## src/hdl/hrd_pkg.sv

```systemverilog
// ----------------------------------------------------------------------------
// hrd_pkg
// Types and constants shared by the H.264 RTP depacketizer blocks.
// ----------------------------------------------------------------------------
package hrd_pkg;

  localparam int unsigned ByteW   = 8;
  localparam int unsigned PtW     = 7;
  localparam int unsigned LenW    = 13;
  localparam int unsigned StatusW = 3;
  localparam int unsigned UnitW   = 16;

  localparam logic [PtW-1:0] PT_RESET = 7'd96;

  localparam logic [4:0] NAL_SINGLE_MAX = 5'd23;
  localparam logic [4:0] NAL_STAP_A     = 5'd24;
  localparam logic [4:0] NAL_FU_A       = 5'd28;
  localparam logic [4:0] NAL_UNHANDLED_MAX = 5'd29;

  typedef enum logic [StatusW-1:0] {
    ST_DATA       = 3'd0,
    ST_FRAME_END  = 3'd1,
    ST_BAD_PT     = 3'd2,
    ST_UNHANDLED  = 3'd3,
    ST_UNKNOWN    = 3'd4,
    ST_UNIT_LONG  = 3'd5,
    ST_FU_SHORT   = 3'd6
  } status_e;

  // results caused by one input transaction: optional start code,
  // optional final result, frame end flag on the last one
  typedef struct packed {
    logic             start;
    logic             tail;
    logic [ByteW-1:0] tail_byte;
    status_e          tail_status;
    logic             frame_end;
  } desc_t;

endpackage

```

## src/hdl/hrd_in_if.sv

```systemverilog
// ----------------------------------------------------------------------------
// hrd_in_if
// Payload byte channel into the depacketizer.
// ----------------------------------------------------------------------------
interface hrd_in_if;
  logic        valid;
  logic        ready;
  logic [7:0]  payload_byte;
  logic        first_of_packet;
  logic [12:0] packet_length;
  logic [6:0]  rtp_payload_type;
  logic        last_of_frame;

  modport source (
    output valid, payload_byte, first_of_packet, packet_length,
           rtp_payload_type, last_of_frame,
    input  ready
  );

  modport sink (
    input  valid, payload_byte, first_of_packet, packet_length,
           rtp_payload_type, last_of_frame,
    output ready
  );
endinterface

```

## src/hdl/hrd_out_if.sv

```systemverilog
// ----------------------------------------------------------------------------
// hrd_out_if
// Annex-B stream channel out of the depacketizer.
// ----------------------------------------------------------------------------
interface hrd_out_if;
  logic       valid;
  logic       ready;
  logic [7:0] stream_byte;
  logic [2:0] status;
  logic       frame_end;

  modport source (
    output valid, stream_byte, status, frame_end,
    input  ready
  );

  modport sink (
    input  valid, stream_byte, status, frame_end,
    output ready
  );
endinterface

```

## src/hdl/hrd_parser.sv

```systemverilog
// ----------------------------------------------------------------------------
// hrd_parser
// Packet/NAL parsing state; turns each input transaction into a result
// descriptor for the emitter.
// ----------------------------------------------------------------------------
module hrd_parser #(
  parameter int unsigned MAX_PACKET_BYTES = 4096
) (
  input  logic                     clk_i,
  input  logic                     rst_ni,
  input  logic                     cfg_we_i,
  input  logic [hrd_pkg::PtW-1:0]  cfg_wdata_i,
  hrd_in_if.sink                   in_if,
  input  logic                     take_ok_i,
  output logic                     push_o,
  output hrd_pkg::desc_t           desc_o
);
  import hrd_pkg::*;

  localparam int unsigned CntW = $clog2(MAX_PACKET_BYTES);
  localparam int unsigned WideW = 17;
  localparam logic [WideW-1:0] MaxLen = WideW'(MAX_PACKET_BYTES);

  typedef enum logic [2:0] {
    MODE_IDLE,
    MODE_PASS,
    MODE_FUHDR,
    MODE_GAP,
    MODE_SIZELO,
    MODE_UNIT
  } mode_e;

  mode_e              mode_q, mode_d;
  logic [CntW-1:0]    left_q, left_d;
  logic [UnitW-1:0]   unit_q, unit_d;
  logic [ByteW-1:0]   hi_q, hi_d;
  logic [2:0]         ind_q, ind_d;
  logic               discard_q, discard_d;
  logic [PtW-1:0]     pt_q;

  logic               accept;
  logic [4:0]         hdr_type;
  logic [WideW-1:0]   len_min, len_sat;
  logic [UnitW-1:0]   size;
  logic [UnitW-1:0]   unit_dec;
  status_e            err;
  desc_t              desc;

  assign accept   = in_if.valid && in_if.ready;
  assign in_if.ready = take_ok_i;
  assign hdr_type = in_if.payload_byte[4:0];
  assign size     = {hi_q, in_if.payload_byte};
  assign unit_dec = (unit_q != '0) ? unit_q - UnitW'(1) : unit_q;

  always_comb begin
    len_min = WideW'(in_if.packet_length);
    if (len_min == '0) begin
      len_min = WideW'(1);
    end
    len_sat = (len_min > MaxLen) ? MaxLen : len_min;
  end

  always_comb begin
    mode_d    = mode_q;
    left_d    = left_q;
    unit_d    = unit_q;
    hi_d      = hi_q;
    ind_d     = ind_q;
    discard_d = discard_q;
    desc      = '0;
    err       = ST_DATA;

    if (discard_q) begin
      if (in_if.last_of_frame) begin
        discard_d        = 1'b0;
        mode_d           = MODE_IDLE;
        left_d           = '0;
        desc.tail        = 1'b1;
        desc.tail_status = ST_FRAME_END;
        desc.frame_end   = 1'b1;
      end
    end else begin
      if (in_if.first_of_packet) begin
        left_d = CntW'(len_sat - WideW'(1));
        unit_d = '0;
        hi_d   = '0;
        mode_d = MODE_IDLE;
        if (in_if.rtp_payload_type != pt_q) begin
          err = ST_BAD_PT;
        end else if (hdr_type <= NAL_SINGLE_MAX) begin
          desc.start     = 1'b1;
          desc.tail      = 1'b1;
          desc.tail_byte = in_if.payload_byte;
          mode_d         = MODE_PASS;
        end else if (hdr_type == NAL_STAP_A) begin
          mode_d = MODE_GAP;
        end else if (hdr_type == NAL_FU_A) begin
          if (len_sat < WideW'(3)) begin
            err = ST_FU_SHORT;
          end else begin
            ind_d  = in_if.payload_byte[7:5];
            mode_d = MODE_FUHDR;
          end
        end else if (hdr_type <= NAL_UNHANDLED_MAX) begin
          err = ST_UNHANDLED;
        end else begin
          err = ST_UNKNOWN;
        end
      end else if (mode_q == MODE_IDLE || left_q == '0) begin
        mode_d = MODE_IDLE;
      end else begin
        left_d = left_q - CntW'(1);
        case (mode_q)
          MODE_PASS: begin
            desc.tail      = 1'b1;
            desc.tail_byte = in_if.payload_byte;
          end
          MODE_FUHDR: begin
            if (in_if.payload_byte[7]) begin
              desc.start     = 1'b1;
              desc.tail      = 1'b1;
              desc.tail_byte = {ind_q, in_if.payload_byte[4:0]};
            end
            mode_d = MODE_PASS;
          end
          MODE_GAP: begin
            // a remainder of two bytes or fewer cannot hold a size and unit data
            if (WideW'(left_q) > WideW'(2)) begin
              hi_d   = in_if.payload_byte;
              mode_d = MODE_SIZELO;
            end
          end
          MODE_SIZELO: begin
            if (WideW'(size) > WideW'(left_d)) begin
              err = ST_UNIT_LONG;
            end else begin
              desc.start = 1'b1;
              if (size == '0) begin
                mode_d = MODE_GAP;
              end else begin
                unit_d = size;
                mode_d = MODE_UNIT;
              end
            end
          end
          MODE_UNIT: begin
            desc.tail      = 1'b1;
            desc.tail_byte = in_if.payload_byte;
            unit_d         = unit_dec;
            if (unit_dec == '0) begin
              mode_d = MODE_GAP;
            end
          end
          default: begin
            mode_d = MODE_IDLE;
          end
        endcase
      end

      if (err != ST_DATA) begin
        desc.tail        = 1'b1;
        desc.tail_byte   = '0;
        desc.tail_status = err;
        mode_d           = MODE_IDLE;
        left_d           = '0;
        unit_d           = '0;
        if (!in_if.last_of_frame) begin
          discard_d = 1'b1;
        end
      end

      if (in_if.last_of_frame) begin
        if (!desc.start && !desc.tail) begin
          desc.tail        = 1'b1;
          desc.tail_status = ST_FRAME_END;
        end
        desc.frame_end = 1'b1;
        mode_d         = MODE_IDLE;
        left_d         = '0;
        unit_d         = '0;
      end
    end
  end

  assign push_o = accept && (desc.start || desc.tail);
  assign desc_o = desc;

  always_ff @(posedge clk_i or negedge rst_ni) begin
    if (!rst_ni) begin
      mode_q    <= MODE_IDLE;
      left_q    <= '0;
      unit_q    <= '0;
      hi_q      <= '0;
      ind_q     <= '0;
      discard_q <= 1'b0;
      pt_q      <= PT_RESET;
    end else begin
      if (cfg_we_i) begin
        pt_q <= cfg_wdata_i;
      end
      if (accept) begin
        mode_q    <= mode_d;
        left_q    <= left_d;
        unit_q    <= unit_d;
        hi_q      <= hi_d;
        ind_q     <= ind_d;
        discard_q <= discard_d;
      end
    end
  end

endmodule

```

## src/hdl/hrd_emitter.sv

```systemverilog
// ----------------------------------------------------------------------------
// hrd_emitter
// Result register; plays out a descriptor as start code bytes and a final
// result, one transaction per cycle while the receiver is ready.
// ----------------------------------------------------------------------------
module hrd_emitter (
  input  logic           clk_i,
  input  logic           rst_ni,
  input  logic           push_i,
  input  hrd_pkg::desc_t desc_i,
  output logic           take_ok_o,
  hrd_out_if.source      out_if
);
  import hrd_pkg::*;

  logic       busy_q;
  logic [2:0] idx_q;
  desc_t      desc_q;
  logic [2:0] total;
  logic       is_last;
  logic       in_start;
  logic       out_done;

  // start code is four results, the final result one more
  assign total    = {desc_q.start, 1'b0, desc_q.tail};
  assign is_last  = (idx_q == total - 3'd1);
  assign in_start = desc_q.start && (idx_q < 3'd4);
  assign out_done = out_if.valid && out_if.ready && is_last;

  assign take_ok_o = !busy_q || out_done;

  assign out_if.valid       = busy_q;
  assign out_if.stream_byte = in_start ? ((idx_q == 3'd3) ? 8'h01 : 8'h00)
                                       : desc_q.tail_byte;
  assign out_if.status      = in_start ? ST_DATA : desc_q.tail_status;
  assign out_if.frame_end   = is_last && desc_q.frame_end;

  always_ff @(posedge clk_i or negedge rst_ni) begin
    if (!rst_ni) begin
      busy_q <= 1'b0;
      idx_q  <= '0;
      desc_q <= '0;
    end else begin
      if (push_i) begin
        busy_q <= 1'b1;
        idx_q  <= '0;
        desc_q <= desc_i;
      end else if (out_done) begin
        busy_q <= 1'b0;
      end else if (out_if.valid && out_if.ready) begin
        idx_q <= idx_q + 3'd1;
      end
    end
  end

endmodule

```

## src/hdl/h264_rtp_payload_depacketizer.sv

```systemverilog
// ----------------------------------------------------------------------------
// h264_rtp_payload_depacketizer
// Turns H.264 RTP payload bytes into an Annex-B byte stream. Single NAL,
// STAP-A and FU-A packets are handled; other NAL types, a wrong payload
// type, an oversized STAP-A unit or a short FU-A packet give one error
// result and the rest of the frame is dropped. A payload byte is taken
// whenever the result register is empty or hands out its last result in the
// same cycle, so bytes with one result or none flow at one per cycle while
// the receiver is ready. A byte that opens a NAL unit produces a four byte
// start code, then the header byte where that is passed on; the next byte
// waits for the last of them. The single result register sets throughput,
// one result per cycle while the receiver is ready (none to five per byte).
// ----------------------------------------------------------------------------
module h264_rtp_payload_depacketizer #(
  parameter int unsigned MAX_PACKET_BYTES = 4096
) (
  input  logic                     clk_i,
  input  logic                     rst_ni,
  input  logic                     cfg_we_i,
  input  logic [hrd_pkg::PtW-1:0]  cfg_wdata_i,
  hrd_in_if.sink                   in_if,
  hrd_out_if.source                out_if
);
  import hrd_pkg::*;

  logic  push;
  logic  take_ok;
  desc_t desc;

  hrd_parser #(
    .MAX_PACKET_BYTES (MAX_PACKET_BYTES)
  ) u_parser (
    .clk_i       (clk_i),
    .rst_ni      (rst_ni),
    .cfg_we_i    (cfg_we_i),
    .cfg_wdata_i (cfg_wdata_i),
    .in_if       (in_if),
    .take_ok_i   (take_ok),
    .push_o      (push),
    .desc_o      (desc)
  );

  hrd_emitter u_emitter (
    .clk_i     (clk_i),
    .rst_ni    (rst_ni),
    .push_i    (push),
    .desc_i    (desc),
    .take_ok_o (take_ok),
    .out_if    (out_if)
  );

endmodule

```

## src/flat_wrapper.sv

```systemverilog
// flat-port wrapper written by rule: the top's interface ports become plain ports
module h264_rtp_payload_depacketizer_flat import hrd_pkg::*;
#(
  parameter int unsigned MAX_PACKET_BYTES = 4096
)
  (clk_i, rst_ni, cfg_we_i, cfg_wdata_i, in_if_valid, in_if_payload_byte, in_if_first_of_packet, in_if_packet_length, in_if_rtp_payload_type, in_if_last_of_frame, in_if_ready, out_if_valid, out_if_stream_byte, out_if_status, out_if_frame_end, out_if_ready);
  hrd_in_if in_if_i ();
  hrd_out_if out_if_i ();
  input  logic clk_i;
  input  logic rst_ni;
  input  logic cfg_we_i;
  input  logic [hrd_pkg::PtW-1:0] cfg_wdata_i;
  input wire logic [$bits(in_if_i.valid)-1:0] in_if_valid;
  input wire logic [$bits(in_if_i.payload_byte)-1:0] in_if_payload_byte;
  input wire logic [$bits(in_if_i.first_of_packet)-1:0] in_if_first_of_packet;
  input wire logic [$bits(in_if_i.packet_length)-1:0] in_if_packet_length;
  input wire logic [$bits(in_if_i.rtp_payload_type)-1:0] in_if_rtp_payload_type;
  input wire logic [$bits(in_if_i.last_of_frame)-1:0] in_if_last_of_frame;
  output wire logic [$bits(in_if_i.ready)-1:0] in_if_ready;
  output wire logic [$bits(out_if_i.valid)-1:0] out_if_valid;
  output wire logic [$bits(out_if_i.stream_byte)-1:0] out_if_stream_byte;
  output wire logic [$bits(out_if_i.status)-1:0] out_if_status;
  output wire logic [$bits(out_if_i.frame_end)-1:0] out_if_frame_end;
  input wire logic [$bits(out_if_i.ready)-1:0] out_if_ready;
  assign in_if_i.valid = in_if_valid;
  assign in_if_i.payload_byte = in_if_payload_byte;
  assign in_if_i.first_of_packet = in_if_first_of_packet;
  assign in_if_i.packet_length = in_if_packet_length;
  assign in_if_i.rtp_payload_type = in_if_rtp_payload_type;
  assign in_if_i.last_of_frame = in_if_last_of_frame;
  assign in_if_ready = in_if_i.ready;
  assign out_if_valid = out_if_i.valid;
  assign out_if_stream_byte = out_if_i.stream_byte;
  assign out_if_status = out_if_i.status;
  assign out_if_frame_end = out_if_i.frame_end;
  assign out_if_i.ready = out_if_ready;
  h264_rtp_payload_depacketizer #(.MAX_PACKET_BYTES(MAX_PACKET_BYTES)) u_core (.clk_i(clk_i), .rst_ni(rst_ni), .cfg_we_i(cfg_we_i), .cfg_wdata_i(cfg_wdata_i), .in_if(in_if_i), .out_if(out_if_i));
endmodule
```

## config.mk

```make
export PLATFORM = sky130hd
export DESIGN_NAME = h264_rtp_payload_depacketizer_flat
export DESIGN_NICKNAME = d
export VERILOG_FILES = /design/src/hdl/hrd_pkg.sv /design/src/hdl/hrd_in_if.sv /design/src/hdl/hrd_out_if.sv /design/src/hdl/hrd_parser.sv /design/src/hdl/hrd_emitter.sv /design/src/hdl/h264_rtp_payload_depacketizer.sv /design/src/flat_wrapper.sv
export SDC_FILE = /design/constraint.sdc
export NUM_CORES = 1
export LEC_CHECK = 0
export BUFFER_PORTS_ARGS = -buffer_cell sky130_fd_sc_hd__buf_2
export CAP_MARGIN = 0
export CORE_AREA = 2 2 106 108
export DETAILED_ROUTE_END_ITERATION = 8
export DIE_AREA = 0 0 108 110
export GPL_TIMING_DRIVEN = 0
export PLACE_DENSITY = 0.68
export SLEW_MARGIN = 20
export SYNTH_ARGS = -nofsm -noshare
export SYNTH_HDL_FRONTEND = slang
export SYNTH_SLANG_ARGS = --single-unit
```

## constraint.sdc

```tcl
create_clock -name clk_i -period 4.7 [get_ports clk_i]
set_input_delay 0.235 -clock clk_i [delete_from_list [all_inputs] [get_ports clk_i]]
set_output_delay 0.235 -clock clk_i [all_outputs]
set_load 0.02 [all_outputs]
```

-- Yosys cells after proc, flatten, opt, wreduce, memory -nomap -nowiden
Index checks and enable logic that the tools add are counted.
- input bits: 42
- output and inout bits: 14
- bits in registers: 68
- logic and storage cells: 162
- mux-type cells: 79
- reductions and logical operators: 32
- $lt $le $gt $ge: 7
- add/subtract/negate cells: 5
- bitwise gates (word level): 5
- equality and inequality tests: 20
- operator list (kind ; number):
    16-bit two-way mux ; 7
    12-bit two-way mux ; 8
    3-bit two-way mux ; 26
    10-bit two-way mux ; 6
    8-bit two-way mux ; 6
    16-bit zero test ; 2
    16-bit one-hot mux with 2 select lines ; 1
    13-bit two-way mux ; 2
    12-bit by 1-bit subtractor with 12-bit output (second input constant) ; 2
    6-bit inequality test (second input constant) ; 3
    9-bit one-hot mux with 2 select lines ; 1
    17-bit by 13-bit > comparator with 1-bit output (second input constant) ; 1
    16-bit by 12-bit > comparator with 1-bit output ; 1
    16-bit nonzero test ; 1
    16-bit by 1-bit subtractor with 16-bit output (second input constant) ; 1
    5-bit inequality test (second input constant) ; 3
    3-bit one-hot mux with 5 select lines ; 1
    13-bit zero test ; 1
    13-bit by 2-bit less-than comparator with 1-bit output (second input constant) ; 1
    12-bit by 2-bit > comparator with 1-bit output (second input constant) ; 1
    12-bit zero test ; 1
    1-bit two-way mux ; 12
    2-bit two-way mux ; 6
    6-bit AND reduction ; 2
    28 further kinds ; 52

-- Logic depth before layout (Yosys ltp)
Gate-level depths: netlist of run 1.
- depth after elaboration: 24
- gate-level depth with buffers: 16
- depth with buffers taken out: 14

-- Modules after synthesis
A second synthesis of run 1 with hierarchy kept.
- cells, all modules: 619
- area total of the unflattened synthesis: 5205.0 um^2
- modules (own cells, without submodules) (module ; sequential area each (um^2) ; instances ; area each (um^2) ; cells each):
    hrd_parser ; 1253.7 ; 1 ; 4316.6 ; 549
    hrd_emitter ; 450.4 ; 1 ; 888.4 ; 70

-- Worst setup path after synthesis of run 1
Ideal clock, no wire load.
- path kind: flip-flop to flip-flop
- start: register u_core.u_parser.left_q[2]
- end: register u_core.u_parser.unit_q[0]
- data arrival time: 3.501 ns
- data required time: 4.610 ns
- slack: 1.109 ns
- period minus slack after synthesis: 3.591 ns
- stages on the path, launching flop included: 15
- buffers on the path: 2
- library setup time: 0.090 ns
- cells stage by stage: dfrtp_1 -> clkbuf_1 -> nor4_1 -> nand2_1 -> nor3_1 -> xnor2_1 -> ha_1 -> nand2_1 -> o2111ai_1 -> or3_1 -> a2111oi_0 -> nor3_1 -> or3_1 -> buf_2 -> o221ai_1
- longest elaborated chain between the ends: 10
- elaborated cells on any way between the ends: 17
- classes of those cells: 1 x add/sub; 1 x order compare; 3 x eq/ne; 7 x mux; 5 x reduce/logical
- RTL lines (element ; RTL line ; text):
    start, declared ; hrd_parser.sv:34 ; logic [CntW-1:0] left_q, left_d;
    start signal, assigned ; hrd_parser.sv:203 ; left_q <= left_d;
    12-bit by 1-bit subtractor with 12-bit output ; hrd_parser.sv:112 ; left_d = left_q - CntW'(1);
    16-bit by 12-bit > comparator with 1-bit output ; hrd_parser.sv:134 ; if (WideW'(size) > WideW'(left_d)) begin
    3-bit two-way mux ; hrd_parser.sv:134 ;
    3-bit two-way mux ; hrd_parser.sv:113 ; case (mode_q)
    3-bit two-way mux ; hrd_parser.sv:109 ; end else if (mode_q == MODE_IDLE || left_q == '0) begin
    3-bit two-way mux ; hrd_parser.sv:83 ; if (in_if.first_of_packet) begin
    3-bit two-way mux ; hrd_parser.sv:73 ; if (discard_q) begin
    3-bit nonzero test ; hrd_parser.sv:160 ; if (err != ST_DATA) begin
    5-bit inequality test (no line) (tied with other cells) ; - ;
    6-bit AND reduction (no line) or 16-bit two-way mux (tied branches) ; - ;
    end signal, assigned ; hrd_parser.sv:204 ; unit_q <= unit_d;
    end, declared ; hrd_parser.sv:35 ; logic [UnitW-1:0] unit_q, unit_d;
Parallel ways exist; a longest one is shown, timed or not. The select of a mux whose other input is x is not followed.
A chain may end at the register's enable or synchronous reset.

-- Worst setup path after layout of run 1
- start: register u_core.u_parser.left_q[1]
- end: register u_core.u_parser.unit_q[2]
Same word-level chain as after synthesis.

==> results of run 1 <==
==> stage by stage <==
| step | instance area (um2) | instances | util, % | power, W | hold slack (ns) |
|---|---|---|---|---|---|
| final | 5930 | 824 | 55.5 | 0.00285 | 0.101 |
| after detailed placement | 5710 | 807 | 53.4 | 0.00230 | 0.132 |
| after floorplan | 5230 | 613 | - | 0.00188 | -0.0606 |
| after global placement | 5670 | 806 | 53.0 | 0.00227 | 0.467 |
| after global routing | 5930 | 824 | 55.5 | 0.00307 | 0.101 |
| after CTS | 5930 | 824 | 55.4 | 0.00283 | 0.0979 |
==> area by class of cell <==
cell class,count,area [um2],share of cell area [%]
clock buffers,10,138,2.32
repair buffers,55,305,5.14
multi-input cells,488,3300,55.7
flip-flops and latches,68,1700,28.7
plain buffers,26,119,2.00
well taps,140,175,2.95
clock inverters,6,72.6,1.22
inverters,31,116,1.96
==> where the power goes <==
| part | switching (W) | internal [W] |
|---|---|---|
| combinational | 0.000940 | 0.000584 |
| sequential | 0.000121 | 0.000687 |
| clock | 0.000253 | 0.000264 |
| total | 0.00131 | 0.00154 |
==> sequential cells by signal, summed over array words and instances (netlist names) <==
signal and flops:
u_core.u_parser.pt_q 7, u_core.u_parser.unit_q 16, u_core.u_parser.mode_q 3, u_core.u_parser.left_q 12, u_core.u_emitter.desc_q 14, u_core.u_emitter.out_if.valid 1
u_core.u_parser.discard_q 1, u_core.u_parser.ind_q 3, u_core.u_emitter.idx_q 3, u_core.u_parser.hi_q 8
==> worst register-to-register path: stages, from the launching register on <==
cell and delay, ns:
dfrtp_1 0.44, inv_1 0.16, ha_1 0.21, inv_1 0.07
or3_1 0.31, clkbuf_1 0.19, nor3_1 0.26, nor2_1 0.10
ha_1 0.21, nand2_1 0.10, o2111ai_1 0.13, or3_1 0.42
a2111oi_0 0.44, nor3_1 0.16, o21ai_2 0.39, buf_2 0.33
o221ai_1 0.17
==> per-layer routing <==
| metal | part of all wire, % | up-vias | GRT usage (%) |
|---|---|---|---|
| met5 | 0 | - | 0 |
| met4 | 2.8 | 0 | 9.80 |
| met3 | 6.7 | 37 | 4.70 |
| met2 | 46 | 193 | 45.5 |
| met1 | 45 | 2548 | 38.5 |
| li1 | - | 2456 | - |
==> timing repair <==
item,4_1_cts,5_1_grt
setup endpoints to repair,0,16
hold buffers,1,0
gates resized for setup,0,1
endpoints found under the hold margin,17,0
==> kinds of logic (layout without fill, tap and decap cells) <==
family / Yosys count / after routing
flops: 68 / 68
compound gates: 170 / 170
simple gates: 252 / 252
fa+ha+maj: 21 / 21
xor+xnor: 22 / 22
buf+inv: 57 / 128
mux: 23 / 23
==> worst paths after layout <==
path / slack, ns / end / cells after the start
max reg2reg: 0.49 / u_core.u_parser.unit_q[2]$_DFFE_PN0P_ / 16
min: 0.10 / u_core.u_parser.pt_q[4]$_DFFE_PN0P_ / 2
max: 0.49 / u_core.u_parser.unit_q[2]$_DFFE_PN0P_ / 16
min in group asynchronous: 0.28 / u_core.u_emitter.idx_q[0]$_DFFE_PN0P_ / 2
max in group asynchronous: 3.85 / u_core.u_parser.pt_q[5]$_DFFE_PN1P_ / 3
min reg2reg: 0.49 / u_core.u_emitter.desc_q[7]$_DFFE_PN0P_ / 1
==> Yosys cell counts (all sizes together) (3+ instances only) <==
cell     number
a211oi        5
a21o          5
a21oi        33
a22o         10
a22oi         9
a2bb2oi       4
a32o          4
and2         15
and4          3
buf           5
clkbuf       21
dfrtp        66
ha           21
inv          30
mux2         19
mux2i         4
nand2        56
nand2b        7
nand3        16
nand3b        9
nand4        10
nor2         44
nor2b         5
nor3         34
nor4         21
o211ai        8
o21a          5
o21ai        30
o221ai       13
o311ai        3
o31a          3
o31ai        11
or2           5
or3           9
or4           6
xnor2         8
xor2         14
==> metrics.cfg, run 1 <==
[setup_path]
end_kind = flop
worstSetupStartpointType = flop
critPathBufInv = 4
path_class = reg -> reg
max_stage_delay_ns = 0.44
cp_cell_sequence = inv_1 -> ha_1 -> inv_1 -> or3_1 -> clkbuf_1 -> nor3_1 -> nor2_1 -> ha_1 -> nand2_1 -> o2111ai_1 -> or3_1 -> a2111oi_0 -> nor3_1 -> o21ai_2 -> buf_2 -> o221ai_1
cp_max_fo = 10
critPathTopFamily = simple AND/OR/NAND/NOR gates
regToRegStartpoint = u_core.u_parser.left_q[1]$_DFFE_PN0P_
worstSetupStartpoint = u_core.u_parser.left_q[1]$_DFFE_PN0P_
cp.arrival_ns = 4.44
slowest_stage = dfrtp_1
cp.required_ns = 4.92

[floorplan]
rows = 38
die_height_um = 110
ios = 56
die_area_um2 = 11900
core_um2 = 10700
die_w_um = 108
start_util_pct = 48.9

[synth]
synthMuxAreaShare_pct = 4.85
syn_area_um2 = 5230
synth_top_family_by_area = simple AND/OR/NAND/NOR gates
ys_seq_area_share_pct = 32.6
synth_top_area_share_pct = 31.6
syn_area_per_cell_um2 = 8.54
synthXorXnorAreaFrac_pct = 3.68
synthAdderAreaFrac_pct = 5.02
synth_edf_count = 0
synth_flop_cell = dfrtp_1
syn_inst = 613
synth_seq_cells = 68
ys_types = 78
synth-compound-area-share_pct = 23.5
synthArstFlopShare_pct = 100
netlist_top_cells_area = dfrtp_1 (32%), ha_1 (5.0%), nand2_1 (4.0%)
synth_top_area_cell = dfrtp_1
synthesis.nets = 676
ys_warn_count = 0
synth_simple_gate_area_share_pct = 25.9

[final_layout]
nNetsFinal = 742
mostFrequentLayoutCells = dfrtp_1 (66), nand2_1 (56), buf_2 (54)
fillCellCount = 1011
num_antenna_cells = 0
layout-drive-gt1-share_pct = 17.1
area_growth_pct = 13.4
layout_commonest_cell = dfrtp_1

[timing]
setup_ws_ns = 0.487
worst_pin_slew_ns = 0.827
clock_skew_ns = 0.0173
fin_setup_tns_ns = 0
hold_violations = 0
setup_viol = 0
max_freq_mhz = 237
worst_slew_margin_rel_pct = 44.3
slew_violations = 0
finalCritPeriodShare_pct = 89.6
rsz0062_at_grt = no
timing.final.crit_period_ns = 4.21

[cts]
htree_levels = 3
cts_tree = built
clk_pin_slew_ns = 0.09
clock_latency_ns = 0.36
cts_buffer_depth = 2
cts_buffers = 9
clock_tree.root_cell = clkbuf_8
cts.sinks = 68
cts_setup_buffers = 0

[drt]
remaining_drc_errors = 0
first_pass_iters = 5
vias = 5234
drtAntennaViolNets = 0
drt_iter0_drc = 434
vias_per_cell = 6.35
wire_per_inst_um = 19.3
routed_wl_um = 15900

[grt]
grt_antenna_before_repair = 0
grt_pass1_vias = 5052
grt_overflow_total = 0
grt_max_degree = 52
grt_first_pass_wirelength_um = 26000
grt_usage_pct = 28.2

[hold_path]
hp-class = in -> reg
hp-start = cfg_wdata_i[4]

[outcome]
status = finished, final reports clean

[placement]
dpl.hpwl_um = 12100
numPortBuffers = 53
preCtsSetupSlack_ns = 0.305
globalplace.congestion = 0.901

[run]
max_cap_viol_count = 0

[power_and_ir_drop]
cellLeakagePower_nw = 2.59
ir_drop_mv = 0.339
power_density_nw_per_um2 = 480

Note: power is estimated with default switching activity, not from simulation.
==> inputs of run 2 (changes only) <==
CORE_AREA = 2 2 97 99   (was 2 2 106 108)
DIE_AREA = 0 0 99 101   (was 0 0 108 110)
PLACE_DENSITY = 0.8   (was 0.68)
==> run 2 against run 1 <==
Effect of this change: global-route usage up 4.2 points; final area down 0.74%; first-iteration DRC count up 30%; critical path depth unchanged; via count up 1.8%; utilization up 10 points; sequential power about the same; highest routed layer unchanged; die area down 16%; clock skew up 0.0013 ns.
==> metrics.cfg, run 2 (synthesis results as in run 1) <==
[drt]
route.met3.wl_um = 1320
wl_met2_um = 7390
routed_wl_um = 15700
wire_per_inst_um = 19.7
remaining_drc_errors = 0
vias = 5327
first_pass_iters = 5
vias_per_cell = 6.70
drt-met1-wl_um = 6460
drtAntennaViolNets = 0
drt_iter0_drc = 565
routed.top_layer = met4

[placement]
numPortBuffers = 53
dpl.hpwl_um = 11700
globalplace.congestion = 1.00

[cts]
clock_latency_ns = 0.36
cts_buffer_depth = 2
cts_buffers = 9
clock_tree.root_cell = clkbuf_8
cts_tree = built
htree_levels = 3
cts.sinks = 68
clk_pin_slew_ns = 0.10

[final_layout]
fin_util_pct = 65.6
seqCellArea_um2 = 1700
top_register = u_core.u_parser.unit_q
mostFrequentLayoutCells = dfrtp_1 (66), nand2_1 (56), buf_2 (54)
num_antenna_cells = 0
layout-drive-gt1-share_pct = 17.0
fillCellCount = 767
reg_top3 = u_core.u_parser.unit_q (16), u_core.u_emitter.desc_q (14), u_core.u_parser.left_q (12)
multi_input_area_um2 = 3300
largest_reg_flops = 16
layout_commonest_cell = dfrtp_1
nNetsFinal = 742
area_growth_pct = 12.6

[setup_path]
end_kind = flop
cp_cell_sequence = inv_1 -> ha_1 -> inv_1 -> or3_1 -> clkbuf_1 -> nor3_1 -> nor2_1 -> ha_1 -> o21a_1 -> o211ai_1 -> nor2_1 -> a2111oi_0 -> nor3_1 -> o21ai_2 -> buf_2 -> o221ai_1
max_stage_delay_ns = 0.44
cp.arrival_ns = 4.48
path_class = reg -> reg
cp.required_ns = 4.91
worstSetupStartpointType = flop
slowest_stage = dfrtp_1
cp_max_fo = 10

[grt]
grt_overflow_total = 0
grt_antenna_before_repair = 0
grt_usage_pct = 32.4
grt_pass1_vias = 5052
grt_first_pass_wirelength_um = 25700
grt_max_degree = 52

[timing]
slew_violations = 0
setup_viol = 0
finalCritPeriodShare_pct = 90.9
hold_violations = 0
worst_pin_slew_ns = 1.17
timing.final.crit_period_ns = 4.27
clock_skew_ns = 0.0186
fin_setup_tns_ns = 0
rsz0062_at_grt = no
max_freq_mhz = 234
worst_slew_margin_rel_pct = 21.6

[power_and_ir_drop]
cellLeakagePower_nw = 2.58
power_density_nw_per_um2 = 485
ir_drop_mv = 0.413
power_w = 0.00286

[floorplan]
die_w_um = 99
die_area_um2 = 10000
die_height_um = 101
core_um2 = 8980
ios = 56
start_util_pct = 58.3
rows = 35

[hold_path]
hp-class = in -> reg

[outcome]
status = finished, final reports clean

[run]
max_cap_viol_count = 0

## run 2: repair_timing
item                                    in CTS  in global routing
gates resized for setup                      0                  1
hold buffers                                 1                  0
buffers inserted                             0                  0
endpoints found under the hold margin       17                  0
endpoints found under the setup margin       0                 15
## run 2: critical path, delay by kind of cell (launching register included)
kind,cells,cell delay (ns)
adders and majority gates,2,0.53
AOI/OAI and AO/OA,5,1.45
buffers and inverters,4,0.76
DFF,1,0.44
and+or+nand+nor,5,0.94
## run 2: final cells by class
cell class | instances | area share, %
Buffer | 26 | 2.02
Clock buffer | 9 | 2.10
Clock inverter | 7 | 1.42
Inverter | 31 | 1.98
Multi-Input combinational cell | 488 | 56.0
Sequential cell | 68 | 28.9
Tap cell | 111 | 2.36
Timing Repair Buffer | 55 | 5.18
## run 2: where the power goes
part / internal (W) / switching, W / total (W)
Clock: 0.000255 / 0.000278 / 0.000532
Combinational: 0.000585 / 0.000932 / 0.00152
Sequential: 0.000687 / 0.000123 / 0.000810
Total: 0.00153 / 0.00133 / 0.00286
## run 2: routing by layer
metal / up-vias / global-route usage [%]
met5: - / 0
met4: 0 / 10.7
met3: 43 / 5.06
met2: 278 / 54.6
met1: 2546 / 42.9
li1: 2460 / -
## run 2: metrics by stage
step                setup slack (ns)  hold WS [ns]  cells  instance area, um2
floorplan                       1.11       -0.0606    613                5230
global placement               0.406         0.465    777                5640
detailed placement             0.332         0.130    778                5670
CTS                            0.281        0.0933    795                5880
global route                  0.0684        0.0952    795                5890
finish                         0.426        0.0993    795                5890
## run 2: worst paths after layout
| check | end | startpoint | depth (start not counted) | slack, ns |
|---|---|---|---|---|
| max in group asynchronous | u_core.u_parser.hi_q[6]$_DFFE_PN0P_ | rst_ni | 3 | 3.85 |
| min | u_core.u_parser.pt_q[0]$_DFFE_PN0P_ | cfg_wdata_i[0] | 2 | 0.1 |
| min reg2reg | u_core.u_emitter.desc_q[2]$_DFFE_PN0P_ | u_core.u_emitter.desc_q[2]$_DFFE_PN0P_ | 1 | 0.49 |
| max reg2reg | u_core.u_parser.unit_q[12]$_DFFE_PN0P_ | u_core.u_parser.left_q[1]$_DFFE_PN0P_ | 16 | 0.43 |
| min in group asynchronous | u_core.u_emitter.idx_q[2]$_DFFE_PN0P_ | rst_ni | 2 | 0.29 |
| max | u_core.u_parser.unit_q[12]$_DFFE_PN0P_ | u_core.u_parser.left_q[1]$_DFFE_PN0P_ | 16 | 0.43 |
==> inputs of run 3 (changes only) <==
CORE_AREA = 2 2 107 109   (was 2 2 97 99)
DIE_AREA = 0 0 109 111   (was 0 0 99 101)
PLACE_DENSITY = 0.67   (was 0.8)
==> run 3 against run 2 <==
Effect of this change: worst setup slack gained 0.0062 ns; clock skew shrank 0.0072 ns; global-route usage shrank 5.3 points; non-clock buffer count is the same; die area grew 21%; largest cell class unchanged; fmax grew 0.15%; hold slack gained 0.036 ns.
==> metrics.cfg, run 3 (synthesis results as in run 1) <==
[final_layout]
mostFrequentLayoutCells = dfrtp_1 (66), nand2_1 (56), buf_2 (54)
layout-drive-gt1-share_pct = 16.7
num_antenna_cells = 0
area_growth_pct = 14.5
largest_reg_flops = 16
layout_commonest_cell = dfrtp_1
nNetsFinal = 742
reg_top3 = u_core.u_parser.unit_q (16), u_core.u_emitter.desc_q (14), u_core.u_parser.left_q (12)
top_register = u_core.u_parser.unit_q

[power_and_ir_drop]
power.internal_w = 0.00164
clock_power_share_pct = 21.3
power_frac_comb_pct = 51.0
p_sw_w = 0.00131
switching_share_pct = 44.5
p_seq_share_pct = 27.7
ir_drop_mv = 0.232
cellLeakagePower_nw = 2.61
power_density_nw_per_um2 = 493

[grt]
grt_first_pass_wirelength_um = 26100
grt_overflow_total = 0
grt_pass1_vias = 5145
grt_usage_pct = 27.2
grt_antenna_before_repair = 0
grt_max_degree = 54

[setup_path]
cp.required_ns = 4.88
path_class = reg -> reg
cp.arrival_ns = 4.45
cp_max_fo = 10
worstSetupStartpointType = flop
end_kind = flop
slowest_stage = dfrtp_1
cp_cell_sequence = inv_1 -> ha_1 -> inv_1 -> or3_1 -> clkbuf_1 -> nor3_1 -> nor2_1 -> ha_1 -> nand2_1 -> o2111ai_1 -> or3_1 -> a2111oi_0 -> nor3_1 -> o21ai_2 -> buf_2 -> o221ai_1
max_stage_delay_ns = 0.44

[drt]
first_pass_iters = 7
drt-met1-wl_um = 6770
route.met3.wl_um = 1160
wl_met2_um = 7120
wire_per_inst_um = 18.9
vias_per_cell = 6.33
routed_wl_um = 15600
vias = 5228
drtAntennaViolNets = 0
routed.top_layer = met4
drt_iter0_drc = 402
remaining_drc_errors = 0

[floorplan]
start_util_pct = 47.2
ios = 56
die_area_um2 = 12100
die_height_um = 111
die_w_um = 109
core_um2 = 11100
rows = 39

[placement]
globalplace.congestion = 1.01
numPortBuffers = 53
preCtsSetupSlack_ns = 0.319
dpl.hpwl_um = 11500

[timing]
finalCritPeriodShare_pct = 90.8
worst_slew_margin_rel_pct = 24.4
worst_pin_slew_ns = 1.13
setup_ws_ns = 0.433
setup_viol = 0
rsz0062_at_grt = no
max_freq_mhz = 234
timing.final.crit_period_ns = 4.27
slew_violations = 0
fin_setup_tns_ns = 0
hold_violations = 0
clock_skew_ns = 0.0114

[cts]
cts_tree = built
cts_buffers = 9
clk_pin_slew_ns = 0.06
htree_levels = 3
clock_tree.root_cell = clkbuf_16
cts.sinks = 68
clock_latency_ns = 0.34
cts_setup_buffers = 0
cts_buffer_depth = 2

[run]
max_cap_viol_count = 0

[outcome]
status = finished, final reports clean

[hold_path]
hp-class = in -> reg

run 3: cell count changes in the layout (fill, tap and decap cells not counted), sizes merged:
cell    change
bufinv      -1
clkbuf      +2
clkinv      +1
inv         -3
run 3: layer usage:
metal / vias to the layer above / GRT usage [%]
li1: 2451 / -
met1: 2473 / 37.1
met2: 256 / 41.9
met3: 48 / 5.82
met4: 0 / 10.4
met5: - / 0
run 3: through the flow:
step	total power [W]	cells	area [um2]	hold slack [ns]	util (%)
CTS	0.00293	826	5990	0.132	54.0
finish	0.00295	826	5990	0.135	54.1
global placement	0.00225	809	5680	0.467	51.2
global route	0.00318	826	5990	0.140	54.1
floorplan	0.00188	613	5230	-0.0606	-
detailed placement	0.00229	810	5710	0.124	51.5
run 3: worst paths after layout:
| check | startpoint | endpoint | slack, ns | cells past startpoint |
|---|---|---|---|---|
| worst max-delay path | u_core.u_parser.left_q[0]$_DFFE_PN0P_ | u_core.u_parser.unit_q[14]$_DFFE_PN0P_ | 0.43 | 16 |
| worst min-delay path | cfg_wdata_i[1] | u_core.u_parser.pt_q[1]$_DFFE_PN0P_ | 0.13 | 2 |
| worst max register to register | u_core.u_parser.left_q[0]$_DFFE_PN0P_ | u_core.u_parser.unit_q[14]$_DFFE_PN0P_ | 0.43 | 16 |
| worst min register to register | u_core.u_emitter.desc_q[11]$_DFFE_PN0P_ | u_core.u_emitter.desc_q[11]$_DFFE_PN0P_ | 0.49 | 1 |
| max in group asynchronous | rst_ni | u_core.u_parser.pt_q[5]$_DFFE_PN1P_ | 3.81 | 3 |
| min in group asynchronous | rst_ni | u_core.u_emitter.desc_q[10]$_DFFE_PN0P_ | 0.31 | 2 |
run 3: area by class of cell:
cell class	instances	area [um2]
fillers	1041	5080
clock inverters	4	26.3
repair buffers	55	305
flip-flops and latches	68	1700
clock buffers	11	243
inverters	31	116
multi-input cells	488	3300
well taps	143	179
plain buffers	26	119
run 3: worst max-delay path, delay by kind of cell, from the launching register on:
family                     cells  cell delay [ns]
buffers and inverters          4             0.77
DFF                            1             0.44
AOI/OAI and AO/OA              4             1.16
adders and majority gates      2             0.42
and+or+nand+nor                6             1.33
run 3: what timing repair did:
action                                  in CTS  in global routing
hold buffers                                 1                  0
resized for setup                            0                  1
hold endpoints to repair                    15                  0
endpoints found under the setup margin       0                 15
run 3: power by group through the flow:
stage / Sequential (W) / Combinational [W] / Clock, W
after floorplan: 0.000782 / 0.00110 / 0
after global placement: 0.000812 / 0.00144 / 0
after detailed placement: 0.000820 / 0.00147 / 0
after CTS: 0.000810 / 0.00149 / 0.000636
after global routing: 0.000831 / 0.00168 / 0.000666
final: 0.000818 / 0.00150 / 0.000629
